[src/rtl/core/sscr_pkg.sv]
// ----------------------------------------------------------------------------
// sscr_pkg
// Shared types and constants for the screen cell renderer: image geometry,
// stream payload layout and the controller/datapath command and status.
// ----------------------------------------------------------------------------
package sscr_pkg;

   // Screen image geometry
   localparam int unsigned ScreenBytes = 6912;
   localparam int unsigned AddrW       = 13;
   localparam logic [AddrW-1:0] ScreenLimit = AddrW'(ScreenBytes);
   // Attribute area starts at 0x1800: the top two address bits set
   localparam logic [1:0] AttrBaseTop  = 2'b11;
   localparam logic [1:0] ThirdBeyond  = 2'd3;

   // Attribute byte layout
   localparam int unsigned BrightBit = 6;

   // Field widths
   localparam int unsigned XOffW   = 9;
   localparam int unsigned YOffW   = 8;
   localparam int unsigned ClipWW  = 10;
   localparam int unsigned ClipHW  = 9;
   localparam int unsigned PixXW   = 10;
   localparam int unsigned PixYW   = 9;
   localparam int unsigned ColW    = 32;
   localparam int unsigned MaskW   = 8;

   // Stream payload widths
   localparam int unsigned ReqDataW = 40;
   localparam int unsigned RspDataW = 64;

   // Configuration port
   localparam int unsigned CsrIdxW  = 2;
   localparam int unsigned CsrDataW = 10;
   localparam logic [CsrIdxW-1:0] CSR_X_OFFSET    = 2'd0;
   localparam logic [CsrIdxW-1:0] CSR_Y_OFFSET    = 2'd1;
   localparam logic [CsrIdxW-1:0] CSR_CLIP_WIDTH  = 2'd2;
   localparam logic [CsrIdxW-1:0] CSR_CLIP_HEIGHT = 2'd3;

   // Register reset values
   localparam logic [XOffW-1:0]  XOffReset  = 9'd77;
   localparam logic [YOffW-1:0]  YOffReset  = 8'd52;
   localparam logic [ClipWW-1:0] ClipWReset = 10'd312;
   localparam logic [ClipHW-1:0] ClipHReset = 9'd230;

   // Input item kind carried on tuser
   localparam logic MODE_WRITE  = 1'b0;
   localparam logic MODE_RENDER = 1'b1;

   typedef struct packed {
      logic write_byte;    // store the accepted byte into the image
      logic start_render;  // capture render fields, read bitmap byte
      logic read_attr;     // latch bitmap byte, read attribute byte
      logic load_out;      // form the result into the output register
   } sscr_cmd_type;

   typedef struct packed {
      logic out_free;      // output register can take a result this cycle
   } sscr_status_type;

endpackage

[src/rtl/core/sscr_ctrl.sv]
// ----------------------------------------------------------------------------
// sscr_ctrl
// Sequencer for the screen cell renderer: accepts items and steps a render
// through its bitmap read, attribute read and result formation.
// ----------------------------------------------------------------------------
module sscr_ctrl (
   input  logic                     clock,
   input  logic                     reset,
   input  logic                     req_tvalid,
   output logic                     req_tready,
   input  logic                     req_mode,
   input  sscr_pkg::sscr_status_type status,
   output sscr_pkg::sscr_cmd_type   cmd
);
   import sscr_pkg::*;

   localparam logic [1:0] ST_IDLE = 2'd0;
   localparam logic [1:0] ST_ATTR = 2'd1;
   localparam logic [1:0] ST_FORM = 2'd2;

   logic [1:0] state_ff;
   logic [1:0] state_in;
   logic       accept;

   assign req_tready = (state_ff == ST_IDLE);
   assign accept     = req_tvalid && req_tready;

   always_comb begin
      state_in = state_ff;
      cmd      = '0;
      case (state_ff)
         ST_IDLE: begin
            if (accept) begin
               if (req_mode == MODE_RENDER) begin
                  cmd.start_render = 1'b1;
                  state_in         = ST_ATTR;
               end else begin
                  cmd.write_byte = 1'b1;
               end
            end
         end
         ST_ATTR: begin
            cmd.read_attr = 1'b1;
            state_in      = ST_FORM;
         end
         ST_FORM: begin
            // hold until the output register frees up
            if (status.out_free) begin
               cmd.load_out = 1'b1;
               state_in     = ST_IDLE;
            end
         end
         default: begin
            state_in = ST_IDLE;
         end
      endcase
   end

   always_ff @(posedge clock) begin
      if (reset) begin
         state_ff <= ST_IDLE;
      end else begin
         state_ff <= state_in;
      end
   end

endmodule

[config.mk]
export PLATFORM = sky130hd
export DESIGN_NAME = sscr_ctrl
export DESIGN_NICKNAME = d
export VERILOG_FILES = /design/src/rtl/core/sscr_pkg.sv /design/src/rtl/core/sscr_ctrl.sv
export SDC_FILE = /design/constraint.sdc
export NUM_CORES = 1
export LEC_CHECK = 0
export BUFFER_PORTS_ARGS = -buffer_cell sky130_fd_sc_hd__buf_2
export CAP_MARGIN = 20
export CORE_AREA = 2 2 39 41
export CTS_CLUSTER_DIAMETER = 100
export DETAILED_ROUTE_END_ITERATION = 12
export DIE_AREA = 0 0 41 43
export PLACE_DENSITY = 0.31
export SYNTH_ARGS = -nofsm -noshare
export SYNTH_HDL_FRONTEND = slang
export SYNTH_SLANG_ARGS = --single-unit
[constraint.sdc]
create_clock -name clock -period 2.19 [get_ports clock]
set_input_delay 0.219 -clock clock [delete_from_list [all_inputs] [get_ports clock]]
set_output_delay 0.219 -clock clock [all_outputs]
set_load 0.05 [all_outputs]
; ---- After elaboration in Yosys (flattened, before gate mapping)
; Index checks and enable logic that the tools add are counted.
[totals]
reg_bits = 2
input_bits = 5
output_inout_bits = 5
elab_cells = 20
[classes]
eq_ne = 5
mux = 11
n_reduce_logical = 3
[op_table]
columns = op, count
row1 = 2-bit 2-to-1 mux, 5
row2 = 2-bit one-hot mux with 3 select lines, 1
row3 = 1-bit 2-to-1 mux, 5
row4 = 2-bit by 1-bit != test with 1-bit output (second input constant), 2
row5 = 3-bit AND reduction, 1
row6 = 2-bit by 1-bit equality test with 1-bit output (second input constant), 1
row7 = 2-bit equality test (second input constant), 1
row8 = 2-bit logical NOT, 1
row9 = 2-bit != test (second input constant), 1
row10 = 1-bit logical AND, 1

; ---- Longest topological paths before layout
[logic_depth]
word_depth = 4
ltp_mapped = 2
depth_no_buf = 2

; ---- Worst setup path before layout
; OpenSTA, ideal clock, no wires.
[synth_path]
path_type = reg-to-output
start = register state_ff[1]
end = output port cmd[3] (netlist name)
arrival_ns = 1.992
required_ns = 1.971
path_slack_ns = -0.021
path_stages_with_launch = 2
path_buffers = 0
path_cell_list = dfxtp_1 -> nor4b_1
[synth_lines]
columns = element, line_no
row1 = "start, declared", sscr_ctrl.sv:21  ; logic [1:0] state_ff;
row2 = "start signal, assigned", sscr_ctrl.sv:63  ; state_ff <= state_in;
row3 = "end, declared", sscr_ctrl.sv:13  ; output sscr_pkg::sscr_cmd_type cmd

==> metrics.log <==
INFO  metric critPathBufInv = 1
INFO  metric drc_errors = 0
INFO  metric synth.avg_cell_area = 9.90 µm²
INFO  metric critical_path.top_delay_family = flip-flops
INFO  metric p_leak = about 0.11 nW
INFO  metric number_of_flip_flops_in_the_largest_register = 2
INFO  metric cts.htree.levels = 1
INFO  metric die_area = 1760 µm²
INFO  metric postRouteWirelength = approximately 300 µm
INFO  metric grt_pass1_vias = around 110
INFO  metric clk_root_buffer_cell = sky130_fd_sc_hd__clkbuf_4
INFO  metric io_pins = 10
INFO  metric clock_insertion_delay_worst_skew = roughly 220 ps
INFO  metric flow.area_growth_from_synthesis = 79.3%
INFO  metric synth.cell_area = 109 µm²
INFO  metric post_route_cells_drive_above_1_share = just under 60%
INFO  metric ant_nets = 0
INFO  metric chipHeight = 43 µm
INFO  metric ctsHoldBuffers = 0
INFO  metric synth_cell_types = 10
INFO  metric timing.critical_path.from_type = flip-flop
INFO  metric placementRows = 14
INFO  metric register_area = about 40 µm²
INFO  metric final_min_period_over_clock_period = 61.8%
INFO  metric timing.clock.skew = 1.82 ps
INFO  metric p_sw_share = 29.1%
INFO  metric cell_internal_pwr = 108 µW
INFO  metric min_to = state_ff[1]
INFO  metric detailedRoute.firstPassIterationCount = 2
INFO  metric comb_power_share = 21.2%
INFO  metric floorplan.die.width = 41 µm
INFO  metric holdWs = 263 ps
INFO  metric timing.critical_path.required = 1970 ps
INFO  metric final-hold-violation-count = 0
INFO  metric area_used_by_multi_input_combinational_logic = between 60 and 70 µm²
INFO  metric run_status = complete, no violations
INFO  metric period_minus_slack = about 1400 ps
INFO  metric numPortBuffers = 9
INFO  metric cts_resized = 0
INFO  metric antenna_found_initial = 0
INFO  metric pwr-share-clk = 52.7%
INFO  metric detailedRoute.firstIterationViolations = 3
INFO  metric registers_with_the_most_flip_flops = state_ff x2
INFO  metric reg2regPathDepth = 2
INFO  metric drv_slew = 0
INFO  metric power.net_switching = 44.6 µW
INFO  metric grt_setup_unrepaired = no
INFO  metric finalSetupTns = 0 ps
INFO  metric fp.coreArea = 1380 µm²
INFO  metric cap_violations = 0
INFO  metric power_density = 784 nW/µm²
INFO  metric critPathCaptureType = output port
INFO  metric ys_seq_elements = 2
INFO  metric sequentialPowerShare = a little over a quarter
INFO  metric grt_use_total = 4.80%
INFO  metric ir_worst_vdd = 104 µV
INFO  metric r2r_end = state_ff[0]
INFO  metric tightestPinTransition = 256 ps
INFO  metric report.final.setup_viol = 0
INFO  metric critPathMaxStageDelay = 330 ps
INFO  metric initial_core_utilization = 7.87%
INFO  metric grt_max_degree = 6
INFO  metric routed_via_density = 3.16
INFO  metric wl_per_cell = about 7.8 µm
INFO  metric yosys_warnings = 0
INFO  metric design.final.nets = 29
INFO  metric crit_path_max_fanout = 5
INFO  metric critPathKind = reg2out
INFO  metric min-delay-path-class = in2reg
INFO  metric netlist_instances = 11
INFO  metric tritoncts_num_sinks = 2
INFO  metric post-cts-setup-buffers = 0
INFO  metric clkSlewWorstSetupHoldPaths = ~30 ps
INFO  metric most_crowded_layer_gr = met4
INFO  metric groute.layer.met3.usage = 5.24%
INFO  metric slew-limit-headroom = 83.0%
INFO  metric detailroute.via_count = 120
INFO  metric tritoncts.num_buffers = 3
INFO  metric grt.met2_usage = 4.69%
INFO  metric regToRegStartpoint = state_ff[1]
INFO  metric timing.critical_path.arrival = 1140 ps
INFO  metric achievable_clock_frequency = roughly 740 MHz
INFO  metric total_power = 153 µW
INFO  metric cp_num_cells = 3
INFO  metric crit_chain = nor2_1, and3_1, buf_2
INFO  metric regMostFlops = state_ff
INFO  metric globalRoute.totalOverflow = 0
INFO  metric crit_slowest_cell = sky130_fd_sc_hd__dfxtp_1
INFO  metric timing.hold.worst.start = reset
INFO  metric yosysSeqAreaShare = 36.8%
INFO  metric globalRouteMet1Util = around 3.5%
INFO  metric tritoncts_clock_tree = done
INFO  metric grt_pass1_wl = 434 µm
INFO  metric antenna_cells = 0
INFO  metric number_of_instances_on_the_worst_hold_path = 2
INFO  metric post_synthesis_net_count = 16
INFO  metric max-clock-path-buffers = 2
INFO  metric globalplace.congestion = between 0.4 and 0.5
INFO  metric timing.reg2reg.setup_slack = about 1400 ps
INFO  metric fill_cell_count = approximately 160
[cells in the final DEF (no fill, tap or decap)]
master                     netlist  final
sky130_fd_sc_hd__buf_2           0      9
sky130_fd_sc_hd__and4b_1         1      1
sky130_fd_sc_hd__o21ba_1         1      1
sky130_fd_sc_hd__and3_1          1      1
sky130_fd_sc_hd__and3b_1         1      1
sky130_fd_sc_hd__nor4b_2         0      1
sky130_fd_sc_hd__dfxtp_1         2      2
sky130_fd_sc_hd__nor3b_1         1      1
sky130_fd_sc_hd__nor2b_1         1      1
sky130_fd_sc_hd__nor2_1          1      1
sky130_fd_sc_hd__clkbuf_4        0      3
[synthesized netlist by cell type]
library cell              instances  share of area (%)
sky130_fd_sc_hd__dfxtp_1          2                 37
sky130_fd_sc_hd__and3_1           1                5.8
sky130_fd_sc_hd__and3b_1          1                8.0
sky130_fd_sc_hd__and4b_1          1                9.2
sky130_fd_sc_hd__buf_4            1                6.9
sky130_fd_sc_hd__nor2_1           1                3.4
sky130_fd_sc_hd__nor2b_1          1                5.8
sky130_fd_sc_hd__nor3b_1          1                6.9
sky130_fd_sc_hd__nor4b_1          1                8.0
sky130_fd_sc_hd__o21ba_1          1                9.2
[area by class of cell]
| type | instances | area share, % |
|---|---|---|
| clock buffers | 3 | 11.5 |
| multi-input cells | 8 | 34.6 |
| flip-flops and latches | 2 | 20.5 |
| well taps | 16 | 10.3 |
| repair buffers | 9 | 23.1 |
[power by group through the flow]
| stage | logic, mW | clock network, mW | registers [mW] |
|---|---|---|---|
| finish | 0.0324 | 0.0807 | 0.0399 |
| global route | 0.0346 | 0.0917 | 0.0402 |
| CTS | 0.0328 | 0.0878 | 0.0399 |
| detailed placement | 0.0328 | 0 | 0.0404 |
| global placement | 0.0327 | 0 | 0.0403 |
| floorplan | 0.0244 | 0 | 0.0401 |
[how the worst max path moves through the flow]
stage | start | end | slack, ps
5_1_grt | state_ff[1] | cmd[2] | 750
3_3_place_gp | state_ff[1] | cmd[3] | 1090
6_report | state_ff[1] | cmd[2] | 840
2_1_floorplan | state_ff[1] | cmd[2] | 360
4_1_cts | state_ff[1] | cmd[2] | 830
3_5_place_dp | state_ff[1] | cmd[2] | 1070
[worst register-to-register path, stage by stage, from the launching register on]
cell and delay (ps):
sky130_fd_sc_hd__dfxtp_1 330, sky130_fd_sc_hd__nor2_1 170, sky130_fd_sc_hd__and4b_1 220
[per-stage QoR]
| step | instances | setup WS (ps) | area [µm²] | util (%) |
|---|---|---|---|---|
| 5_1_grt | 38 | 754 | 195 | 14.1 |
| 4_1_cts | 38 | 828 | 195 | 14.1 |
| 3_5_place_dp | 35 | 1070 | 173 | 12.5 |
| 3_3_place_gp | 35 | 1090 | 173 | 12.5 |
| 6_report | 38 | 836 | 195 | 14.1 |
| 2_1_floorplan | 11 | 363 | 115 | - |
[layer usage]
| metal | vias to the layer above | routed length, µm |
|---|---|---|
| met2 | 10 | 102 |
| met4 | 0 | 0 |
| met3 | 0 | 59 |
| li1 | 63 | - |
| met1 | 47 | 136 |
| met5 | - | 0 |
[logic make-up after synthesis]
logic type             Yosys count  synth area share, %
and+or+nand+nor                  7                 47.1
DFF                              2                 36.8
AOI/OAI and AO/OA                1                 9.20
buffers and inverters            1                 6.90
No activity file was read; power rests on OpenSTA's default activity.
